## config.mk

```make
export PLATFORM = sky130hd
export DESIGN_NAME = xorshift_range_random_top_flat
export DESIGN_NICKNAME = d
export VERILOG_FILES = /design/src/design/xrr_pkg.sv /design/src/design/xrr_if.sv /design/src/design/xorshift_range_random_top.sv /design/src/design/xrr_div.sv /design/src/flat_wrapper.sv
export VERILOG_INCLUDE_DIRS = /design/src /design/src/design
export SDC_FILE = /design/constraint.sdc
export NUM_CORES = 2
export LEC_CHECK = 0
export ABC_AREA = 0
export BUFFER_PORTS_ARGS = -buffer_cell sky130_fd_sc_hd__buf_2
export CAP_MARGIN = 20
export CORE_UTILIZATION = 53
export CTS_BUF_LIST = sky130_fd_sc_hd__clkbuf_8
export CTS_CLUSTER_SIZE = 28
export DETAILED_ROUTE_END_ITERATION = 10
export GPL_TIMING_DRIVEN = 0
export PLACE_DENSITY_LB_ADDON = 0.1
export SLEW_MARGIN = 10
export SYNTH_ARGS = -nofsm -noshare
export SYNTH_HDL_FRONTEND = slang
export SYNTH_SLANG_ARGS = --single-unit
```

## constraint.sdc

```tcl
create_clock -name clk -period 7.1 [get_ports clk]
set_input_delay 0.355 -clock clk [delete_from_list [all_inputs] [get_ports clk]]
set_output_delay 0.355 -clock clk [all_outputs]
set_load 0.005 [all_outputs]
```

## src/design/assert_macros.svh

```systemverilog
// Assertion macros shared by the xorshift range random block.
// Needs clk and rst_n in the scope where a macro is used.
`ifndef ASSERT_MACROS_SVH
`define ASSERT_MACROS_SVH

// Checked on every clock edge once reset is released.
`define XRR_ASSERT(lbl, prop, msg) \
  lbl: assert property (@(posedge clk) disable iff (!rst_n) (prop)) else $error(msg);

// Checked on every clock edge, reset included.
`define XRR_ASSERT_ALWAYS(lbl, prop, msg) \
  lbl: assert property (@(posedge clk) (prop)) else $error(msg);

`endif

```

## src/design/xrr_pkg.sv

```systemverilog
// Package for the xorshift range random block: types, constants, generator step.
// No dependencies.
package xrr_pkg;

  localparam int unsigned WordW = 32;
  localparam int unsigned FracW = 24;

  typedef logic [WordW-1:0] word_t;
  typedef logic [3:0][WordW-1:0] words_t;

  localparam logic [1:0] REQ_RESEED = 2'd0;
  localparam logic [1:0] REQ_RANGE  = 2'd1;
  localparam logic [1:0] REQ_UNIT   = 2'd2;

  localparam word_t WORD_MAX  = 32'hFFFF_FFFF;
  localparam word_t SEED_XOR1 = 32'h9e37_79b9;
  localparam word_t SEED_XOR3 = 32'h85eb_ca6b;
  localparam word_t LCG_MUL   = 32'd1664525;
  localparam word_t LCG_ADD   = 32'd1013904223;
  localparam int unsigned WarmupSteps = 16;

  localparam words_t RESET_WORDS = {32'hdead_beef, 32'hb7e1_5162,
                                    32'h243f_6a88, 32'h9e37_79b9};

  typedef struct packed {
    logic  start;
    word_t dividend;
    word_t divisor;
  } div_req_t;

  typedef struct packed {
    logic  done;
    logic  busy;
    word_t remainder;
  } div_rsp_t;

  function automatic words_t xrr_step(words_t w);
    word_t  t;
    word_t  s;
    words_t n;
    t    = w[3];
    s    = w[0];
    t    = t ^ (t << 11);
    t    = t ^ (t >> 8);
    n[3] = w[2];
    n[2] = w[1];
    n[1] = s;
    n[0] = t ^ s ^ (s >> 19);
    return n;
  endfunction

endpackage

```

## src/design/xrr_if.sv

```systemverilog
// Valid/ready channel interfaces for request and result beats.
// Depends on xrr_pkg.
interface xrr_in_if;
  import xrr_pkg::*;
  logic               valid;
  logic               ready;
  logic [1:0]         req_type;
  logic [WordW-1:0]   seed;
  logic signed [WordW-1:0] range_low;
  logic signed [WordW-1:0] range_high;

  modport source (output valid, output req_type, output seed, output range_low,
                  output range_high, input ready);
  modport sink   (input valid, input req_type, input seed, input range_low,
                  input range_high, output ready);
endinterface

interface xrr_out_if;
  import xrr_pkg::*;
  logic                    valid;
  logic                    ready;
  logic signed [WordW-1:0] value;
  logic [FracW-1:0]        unit_fraction;

  modport source (output valid, output value, output unit_fraction, input ready);
  modport sink   (input valid, input value, input unit_fraction, output ready);
endinterface

```

## src/design/xorshift_range_random_top.sv

```systemverilog
// Xorshift128 random source: reseed, uniform integer in range, 0.24 unit fraction.
// After acceptance: reseed loads the seed words and warms up the generator; unit and
// full span take one draw, equal bounds none; other ranges run the remainder unit for
// a rejection limit, draw until below it, then run it again for the result. One request
// at a time; ready returns as out_valid rises, or later while an old result is unaccepted.
// Synchronous active-low reset loads the fixed generator words and clears control.
`include "assert_macros.svh"

module xorshift_range_random_top (
  input logic      clk,
  input logic      rst_n,
  xrr_in_if.sink   in_chan,
  xrr_out_if.source out_chan
);
  import xrr_pkg::*;

  localparam logic [3:0] S_IDLE = 4'd0;
  localparam logic [3:0] S_WARM = 4'd1;
  localparam logic [3:0] S_UNIT = 4'd2;
  localparam logic [3:0] S_SPAN = 4'd3;
  localparam logic [3:0] S_FULL = 4'd4;
  localparam logic [3:0] S_LIMW = 4'd5;
  localparam logic [3:0] S_DRAW = 4'd6;
  localparam logic [3:0] S_MODW = 4'd7;
  localparam logic [3:0] S_DONE = 4'd8;

  logic [3:0]       state_r, state_nxt;
  words_t           words_r, words_nxt;
  logic [3:0]       warm_r, warm_nxt;
  word_t            lo_r, lo_nxt;
  word_t            hi_r, hi_nxt;
  word_t            span_r, span_nxt;
  word_t            limit_r, limit_nxt;
  word_t            res_val_r, res_val_nxt;
  logic [FracW-1:0] res_frac_r, res_frac_nxt;
  logic             out_valid_r, out_valid_nxt;
  word_t            out_val_r, out_val_nxt;
  logic [FracW-1:0] out_frac_r, out_frac_nxt;

  words_t   stepped;
  word_t    seed_eff;
  word_t    span_c;
  logic     accept;
  div_req_t div_req;
  div_rsp_t div_rsp;

  xrr_div u_div (
    .clk   (clk),
    .rst_n (rst_n),
    .req   (div_req),
    .rsp   (div_rsp)
  );

  assign stepped  = xrr_step(words_r);
  assign seed_eff = (in_chan.seed == '0) ? word_t'(1) : in_chan.seed;
  assign span_c   = hi_r - lo_r + word_t'(1);
  assign accept   = in_chan.valid && in_chan.ready;

  always_comb begin
    state_nxt     = state_r;
    words_nxt     = words_r;
    warm_nxt      = warm_r;
    lo_nxt        = lo_r;
    hi_nxt        = hi_r;
    span_nxt      = span_r;
    limit_nxt     = limit_r;
    res_val_nxt   = res_val_r;
    res_frac_nxt  = res_frac_r;
    out_valid_nxt = out_valid_r && !out_chan.ready;
    out_val_nxt   = out_val_r;
    out_frac_nxt  = out_frac_r;
    div_req       = '0;
    unique case (state_r)
      S_IDLE: begin
        if (accept) begin
          res_val_nxt  = '0;
          res_frac_nxt = '0;
          unique case (in_chan.req_type)
            REQ_RESEED: begin
              words_nxt[0] = seed_eff;
              words_nxt[1] = seed_eff ^ SEED_XOR1;
              words_nxt[2] = seed_eff * LCG_MUL + LCG_ADD;
              words_nxt[3] = seed_eff ^ SEED_XOR3;
              warm_nxt     = 4'(WarmupSteps - 1);
              state_nxt    = S_WARM;
            end
            REQ_RANGE: begin
              if (in_chan.range_high < in_chan.range_low) begin
                lo_nxt = in_chan.range_high;
                hi_nxt = in_chan.range_low;
              end else begin
                lo_nxt = in_chan.range_low;
                hi_nxt = in_chan.range_high;
              end
              state_nxt = S_SPAN;
            end
            REQ_UNIT: state_nxt = S_UNIT;
            default:  state_nxt = S_DONE;
          endcase
        end
      end
      S_WARM: begin
        words_nxt = stepped;
        warm_nxt  = warm_r - 4'd1;
        if (warm_r == '0) state_nxt = S_DONE;
      end
      S_UNIT: begin
        words_nxt    = stepped;
        res_frac_nxt = stepped[0][WordW-1 -: FracW];
        state_nxt    = S_DONE;
      end
      S_SPAN: begin
        if (lo_r == hi_r) begin
          res_val_nxt = lo_r;
          state_nxt   = S_DONE;
        end else if (span_c == '0) begin
          state_nxt = S_FULL;
        end else begin
          span_nxt         = span_c;
          div_req.start    = 1'b1;
          div_req.dividend = WORD_MAX;
          div_req.divisor  = span_c;
          state_nxt        = S_LIMW;
        end
      end
      S_FULL: begin
        words_nxt   = stepped;
        res_val_nxt = stepped[0];
        state_nxt   = S_DONE;
      end
      S_LIMW: begin
        if (div_rsp.done) begin
          limit_nxt = WORD_MAX - div_rsp.remainder;
          state_nxt = S_DRAW;
        end
      end
      S_DRAW: begin
        words_nxt = stepped;
        if (stepped[0] < limit_r) begin
          div_req.start    = 1'b1;
          div_req.dividend = stepped[0];
          div_req.divisor  = span_r;
          state_nxt        = S_MODW;
        end
      end
      S_MODW: begin
        if (div_rsp.done) begin
          res_val_nxt = lo_r + div_rsp.remainder;
          state_nxt   = S_DONE;
        end
      end
      S_DONE: begin
        if (!out_valid_r || out_chan.ready) begin
          out_valid_nxt = 1'b1;
          out_val_nxt   = res_val_r;
          out_frac_nxt  = res_frac_r;
          state_nxt     = S_IDLE;
        end
      end
      default: state_nxt = S_IDLE;
    endcase
  end

  always_ff @(posedge clk) begin
    warm_r     <= warm_nxt;
    lo_r       <= lo_nxt;
    hi_r       <= hi_nxt;
    span_r     <= span_nxt;
    limit_r    <= limit_nxt;
    res_val_r  <= res_val_nxt;
    res_frac_r <= res_frac_nxt;
    out_val_r  <= out_val_nxt;
    out_frac_r <= out_frac_nxt;
    if (!rst_n) begin
      state_r     <= S_IDLE;
      words_r     <= RESET_WORDS;
      out_valid_r <= 1'b0;
    end else begin
      state_r     <= state_nxt;
      words_r     <= words_nxt;
      out_valid_r <= out_valid_nxt;
    end
  end

  assign in_chan.ready          = (state_r == S_IDLE);
  assign out_chan.valid         = out_valid_r;
  assign out_chan.value         = out_val_r;
  assign out_chan.unit_fraction = out_frac_r;

  `XRR_ASSERT(a_words_nonzero, words_r != '0, "generator reached the all-zero state")
  `XRR_ASSERT(a_limit_covers_span, state_r == S_DRAW |-> limit_r >= span_r && limit_r != '0, "rejection limit below span")
  `XRR_ASSERT(a_div_done_waited, div_rsp.done |-> state_r == S_LIMW || state_r == S_MODW, "remainder beat with nobody waiting")
  `XRR_ASSERT(a_div_idle_on_start, div_req.start |-> !div_rsp.busy, "remainder unit started while busy")
endmodule

```

## src/design/xrr_div.sv

```systemverilog
// Iterative restoring remainder unit, one quotient bit per cycle.
// Depends on xrr_pkg and assert_macros.svh.
`include "assert_macros.svh"

module xrr_div (
  input  logic             clk,
  input  logic             rst_n,
  input  xrr_pkg::div_req_t req,
  output xrr_pkg::div_rsp_t rsp
);
  import xrr_pkg::*;

  logic [WordW:0] rem_r, rem_nxt;
  word_t          dvd_r, dvd_nxt;
  word_t          dsr_r, dsr_nxt;
  logic [4:0]     cnt_r, cnt_nxt;
  logic           busy_r, busy_nxt;
  logic           done_r, done_nxt;
  logic [WordW:0] rem_sh;

  always_comb begin
    rem_nxt  = rem_r;
    dvd_nxt  = dvd_r;
    dsr_nxt  = dsr_r;
    cnt_nxt  = cnt_r;
    busy_nxt = busy_r;
    done_nxt = 1'b0;
    rem_sh   = {rem_r[WordW-1:0], dvd_r[WordW-1]};
    if (busy_r) begin
      rem_nxt = (rem_sh >= {1'b0, dsr_r}) ? rem_sh - {1'b0, dsr_r} : rem_sh;
      dvd_nxt = {dvd_r[WordW-2:0], 1'b0};
      cnt_nxt = cnt_r - 5'd1;
      if (cnt_r == '0) begin
        busy_nxt = 1'b0;
        done_nxt = 1'b1;
      end
    end else if (req.start) begin
      rem_nxt  = '0;
      dvd_nxt  = req.dividend;
      dsr_nxt  = req.divisor;
      cnt_nxt  = 5'd31;
      busy_nxt = 1'b1;
    end
  end

  always_ff @(posedge clk) begin
    rem_r <= rem_nxt;
    dvd_r <= dvd_nxt;
    dsr_r <= dsr_nxt;
    cnt_r <= cnt_nxt;
    if (!rst_n) begin
      busy_r <= 1'b0;
      done_r <= 1'b0;
    end else begin
      busy_r <= busy_nxt;
      done_r <= done_nxt;
    end
  end

  assign rsp.done      = done_r;
  assign rsp.busy      = busy_r;
  assign rsp.remainder = rem_r[WordW-1:0];

  `XRR_ASSERT(a_rem_below_divisor, busy_r |-> rem_r < {1'b0, dsr_r}, "partial remainder not below divisor")
  `XRR_ASSERT(a_done_after_busy, done_r |-> $past(busy_r) && !busy_r, "done without a finished run")
endmodule

```

## src/flat_wrapper.sv

```systemverilog
// flat-port wrapper written by rule: the top's interface ports become plain ports
module xorshift_range_random_top_flat import xrr_pkg::*;
  (clk, rst_n, in_chan_valid, in_chan_req_type, in_chan_seed, in_chan_range_low, in_chan_range_high, in_chan_ready, out_chan_valid, out_chan_value, out_chan_unit_fraction, out_chan_ready);
  xrr_in_if in_chan_i ();
  xrr_out_if out_chan_i ();
  input logic clk;
  input logic rst_n;
  input wire logic [$bits(in_chan_i.valid)-1:0] in_chan_valid;
  input wire logic [$bits(in_chan_i.req_type)-1:0] in_chan_req_type;
  input wire logic [$bits(in_chan_i.seed)-1:0] in_chan_seed;
  input wire logic [$bits(in_chan_i.range_low)-1:0] in_chan_range_low;
  input wire logic [$bits(in_chan_i.range_high)-1:0] in_chan_range_high;
  output wire logic [$bits(in_chan_i.ready)-1:0] in_chan_ready;
  output wire logic [$bits(out_chan_i.valid)-1:0] out_chan_valid;
  output wire logic [$bits(out_chan_i.value)-1:0] out_chan_value;
  output wire logic [$bits(out_chan_i.unit_fraction)-1:0] out_chan_unit_fraction;
  input wire logic [$bits(out_chan_i.ready)-1:0] out_chan_ready;
  assign in_chan_i.valid = in_chan_valid;
  assign in_chan_i.req_type = in_chan_req_type;
  assign in_chan_i.seed = in_chan_seed;
  assign in_chan_i.range_low = in_chan_range_low;
  assign in_chan_i.range_high = in_chan_range_high;
  assign in_chan_ready = in_chan_i.ready;
  assign out_chan_valid = out_chan_i.valid;
  assign out_chan_value = out_chan_i.value;
  assign out_chan_unit_fraction = out_chan_i.unit_fraction;
  assign out_chan_i.ready = out_chan_ready;
  xorshift_range_random_top u_core (.clk(clk), .rst_n(rst_n), .in_chan(in_chan_i), .out_chan(out_chan_i));
endmodule
```

==> results.rst <==
.. list-table::
   :header-rows: 1

   * - Metric
     - Value
   * - Run status
     - complete, no violations
   * - Number of nets in the finished design
     - 4404
   * - Total design power
     - 0.0188 W
   * - Max-Cap Viols
     - 0
   * - Power per cell area
     - 485 nW/µm²
   * - Weighted congestion at the end of routability-driven global placement
     - 1.01
   * - Number of synthesis warnings
     - 0
   * - Part of the total power dissipated in the clock network
     - 13.2%
   * - Cell internal pwr
     - 0.00945 W
   * - Vias in the first global route
     - 28.3k
   * - Source of the critical timing path
     - in_chan_seed[24]
   * - Drc violations
     - 0
   * - Row count
     - 92
   * - Num ports
     - 160
   * - Crit path required time
     - 7.64 ns
   * - Leakage
     - approximately 17 nW
   * - Worst clock skew
     - 0.0580 ns
   * - Post-synthesis cell type with the largest combined area
     - edfxtp_1
   * - Pin count of the biggest net entering global routing
     - 65
   * - Remaining antenna violation count after routing
     - 0
   * - Placed instance count
     - roughly 4.5k
   * - Number of nets in the synthesized netlist
     - 4060
   * - Leading cell types by total area after synthesis
     - edfxtp_1 (30%), ha_1 (13%), fa_1 (8.2%)
   * - Drt first-iter violations
     - 2688
   * - Worst-case vdd ir drop
     - around 600 µV
   * - H-tree levels
     - 3
   * - Cell area after synthesis
     - 34200 µm²
   * - Number of hold violations in the final report
     - 0
   * - Buffer levels on the longest clock path
     - 3
   * - Max frequency
     - 0.146 GHz
   * - Pin slew with the least headroom to its limit
     - 1.28 ns
   * - HPWL after DPL
     - 94.3 mm
   * - Critical Path AT
     - 7.38 ns
   * - Leading cell type in the layout, fill and taps excluded
     - inv_1
   * - Floorplan Core Area
     - 63400 µm²
   * - Worst setup path category
     - input pin to flop
   * - Critical path startpoint category
     - input pin
   * - Most frequent cells in the layout
     - inv_1 (510), nand2_1 (364), ha_1 (350)
   * - Final max-slew violation count
     - 0
   * - Clk sinks
     - 480
   * - CP dominant cell by count
     - fa_1
   * - Area fraction of the dominant cell type after synthesis
     - 30.2%
   * - Share of synthesized area occupied by flip-flops and latches
     - 38.2%
   * - First-pass GRT wire length
     - 174 mm
   * - Final cycle utilization of the critical path
     - a little over nine tenths
   * - Number of clock buffers inserted by TritonCTS
     - 84
   * - Gate power share
     - between 60% and 70%
   * - Die Area
     - 65500 µm²
   * - Per-cell routed wire length
     - 24.9 µm
   * - Switching pwr
     - 0.00937 W
   * - Overflow left after global routing
     - 0
   * - Horizontal die dimension
     - 256 µm
   * - Count of state elements after synthesis
     - 480
   * - CTS tree
     - done
   * - Delay of the slowest critical-path stage
     - approximately 0.52 ns
   * - Cell with the largest stage delay on the worst path
     - fa_1
   * - Total wire length after detailed routing
     - ~120 mm
   * - Vias post-DR
     - 28.2k
   * - Largest fanout on the critical path
     - 4
   * - Share of final-layout standard cells stronger than drive strength 1
     - 11.2%
   * - Die height
     - between 200 and 300 µm
   * - Count of flip-flops with a built-in enable after synthesis
     - about 340
   * - Reg-to-Reg End
     - u_core.u_div.rem_r[8]
   * - Via-to-Cell Ratio
     - between 5 and 6
   * - Overall track demand over capacity in global routing
     - between 30% and 40%
   * - Layout overhead on the synthesized area
     - 13.5%
   * - Crit path capture
     - u_core.stepped[126]
   * - Share of total power consumed by net switching
     - ~50%
   * - Power share of the sequential group
     - 23.0%
   * - Clock Latency Late Sink
     - about 0.71 ns
   * - Number of different library cells in the post-synthesis netlist
     - 91
   * - Category of the worst setup path capture point
     - flop
   * - Initial core utilization
     - 53.9%
   * - Length of the first detailed-routing pass in iterations
     - 6
   * - Number of standard cells in the layout, taps in and fillers out
     - 4728
   * - Worst R2R Setup Slack
     - 0.36 ns
   * - Clk pin slew, worst setup/hold paths
     - approximately 0.060 ns
   * - Tightest slew margin relative to the limit
     - 14.3%
   * - Time the worst path needs with I/O delays and setup
     - 6.85 ns
   * - Startpoint of the worst register-to-register path
     - u_core.lo_r[1]
   * - Synthesized netlist cell count
     - roughly 3.5k
   * - Top FF cell, synth
     - edfxtp_1
   * - HP Class
     - input pin to flop
   * - Root Driver
     - clkbuf_8
   * - Setup-failing EPs final
     - 0
   * - Number of antenna violations at the first check in global routing
     - 6
   * - Worst R2R Path Depth
     - 18
   * - Setup repair after global routing missed its margin
     - false
   * - Share of flip-flops with an asynchronous set or reset
     - 0%
   * - # port buffers
     - 158
   * - Avg Inst Size Synth
     - 9.86 µm²
==> registers in the layout, summed over array words and instances, names as in the netlist, 24 cells and up <==
signal	flops
u_core.stepped	96
u_core.hi_r	32
u_core.limit_r	32
u_core.lo_r	32
u_core.out_chan.value	32
u_core.res_val_r	32
u_core.span_r	32
u_core.u_div.dsr_r	32
u_core.u_div.dvd_r	32
u_core.u_div.rem_r	32
u_core.words_r	32
u_core.out_chan.unit_fraction	24
u_core.res_frac_r	24
==> worst min-delay path by stage <==
| stage | start | endpoint | slack, ns | depth (start not counted) |
|---|---|---|---|---|
| 6_report | in_chan_range_high[18] | u_core.lo_r[18] | 0.04 | 2 |
| 3_3_place_gp | u_core.res_val_r[5] | u_core.out_chan.value[5] | 0.40 | 0 |
| 2_1_floorplan | u_core.res_frac_r[0] | u_core.out_chan.unit_fraction[0] | 0.40 | 0 |
| 4_1_cts | in_chan_range_high[29] | u_core.lo_r[29] | 0.003 | 2 |
| 3_5_place_dp | u_core.res_frac_r[23] | u_core.out_chan.unit_fraction[23] | 0.40 | 0 |
| 5_1_grt | in_chan_range_high[18] | u_core.lo_r[18] | 0.02 | 2 |
==> kinds of logic (layout without fill, tap and decap cells) <==
group / Yosys count / after routing / synth area share (%)
other cells: 0 / 1 / 0
xor+xnor: 204 / 204 / 5.23
buf+inv: 643 / 1057 / 7.19
simple gates: 840 / 840 / 11.5
flops: 480 / 480 / 38.2
mux: 72 / 72 / 2.35
fa+ha+maj: 491 / 491 / 21.0
compound gates: 737 / 737 / 14.5
==> repair_timing <==
action,CTS,global route
hold buffers,76,0
buffers inserted,2,3
endpoints found under the setup margin,57,54
gates resized for setup,8,15
hold endpoints to repair,52,0
pin swaps,1,3
==> stage by stage <==
step / instance area [µm²] / hold WS [ns] / setup slack [ns] / TNS [ns] / util [%]
floorplan: 34200 / 0.400 / 0.0269 / 0 / -
global placement: 36000 / 0.404 / -1.76 / -93.91 / 56.8
detailed placement: 36300 / 0.405 / -1.84 / -20.18 / 57.2
CTS: 38700 / 0.00285 / 0.0282 / 0 / 61.0
global route: 38800 / 0.0152 / 0.00136 / 0 / 61.2
finish: 38800 / 0.0392 / 0.252 / 0 / 61.2
==> power by group through the flow <==
stage / clock network (W) / logic [W] / registers, W
floorplan: 0 / 0.00755 / 0.00416
global placement: 0 / 0.0109 / 0.00440
detailed placement: 0 / 0.0114 / 0.00436
CTS: 0.00250 / 0.0115 / 0.00431
global route: 0.00261 / 0.0130 / 0.00436
finish: 0.00248 / 0.0120 / 0.00432
==> metal layers <==
metal	vias up	global-route usage, %	share of wire [%]
li1	12800	-	-
met1	13800	44.4	39
met2	1309	59.0	47
met3	310	7.86	8.4
met4	4	17.7	5.3
met5	-	0	0.021
==> cells in the mapped netlist (5+ instances only) <==
| cell type | n |
|---|---|
| inv_1 | 486 |
| nand2_1 | 364 |
| ha_1 | 351 |
| edfxtp_1 | 344 |
| o21ai_0 | 161 |
| xnor2_1 | 153 |
| a21oi_1 | 152 |
| fa_1 | 140 |
| dfxtp_1 | 136 |
| clkbuf_1 | 133 |
| nor2_1 | 122 |
| nand3_1 | 103 |
| o211ai_1 | 78 |
| mux2_2 | 65 |
| a21o_1 | 64 |
| xor2_1 | 51 |
| nor3_1 | 45 |
| nor2b_1 | 37 |
| a211oi_1 | 33 |
| a22o_1 | 32 |
| a31oi_1 | 30 |
| and3_1 | 30 |
| a22oi_1 | 29 |
| nand2b_1 | 23 |
| nand4_1 | 20 |
| a21boi_0 | 19 |
| o21a_1 | 19 |
| nor4_1 | 18 |
| or3_1 | 17 |
| and2_1 | 15 |
| o21bai_1 | 12 |
| o31ai_1 | 11 |
| o221ai_1 | 10 |
| buf_1 | 9 |
| a221oi_1 | 8 |
| buf_2 | 8 |
| o211a_1 | 8 |
| or2_2 | 8 |
| a31o_2 | 7 |
| mux2i_1 | 7 |
| nor3b_1 | 7 |
| a211o_1 | 6 |
| o41ai_1 | 5 |
==> area by class of cell <==
| cell class | instances | area, µm² |
|---|---|---|
| timing repair buffer | 258 | 1800 |
| inverter | 486 | 1820 |
| fill | 5359 | 24600 |
| sequential | 480 | 13100 |
| buffer | 157 | 636 |
| tap | 846 | 1060 |
| antenna | 1 | 2.50 |
| clock buffer | 86 | 1180 |
| multi-input combinational | 2344 | 18800 |
| clock inverter | 70 | 409 |
==> worst max-delay path, delay by kind of cell <==
family          cells  cell delay, ns
fa+ha+maj           7            3.00
compound gates      9            2.30
simple gates        4            0.95
buf+inv             5            0.61
mux                 1            0.17
No activity file was read; power rests on OpenSTA's default activity.
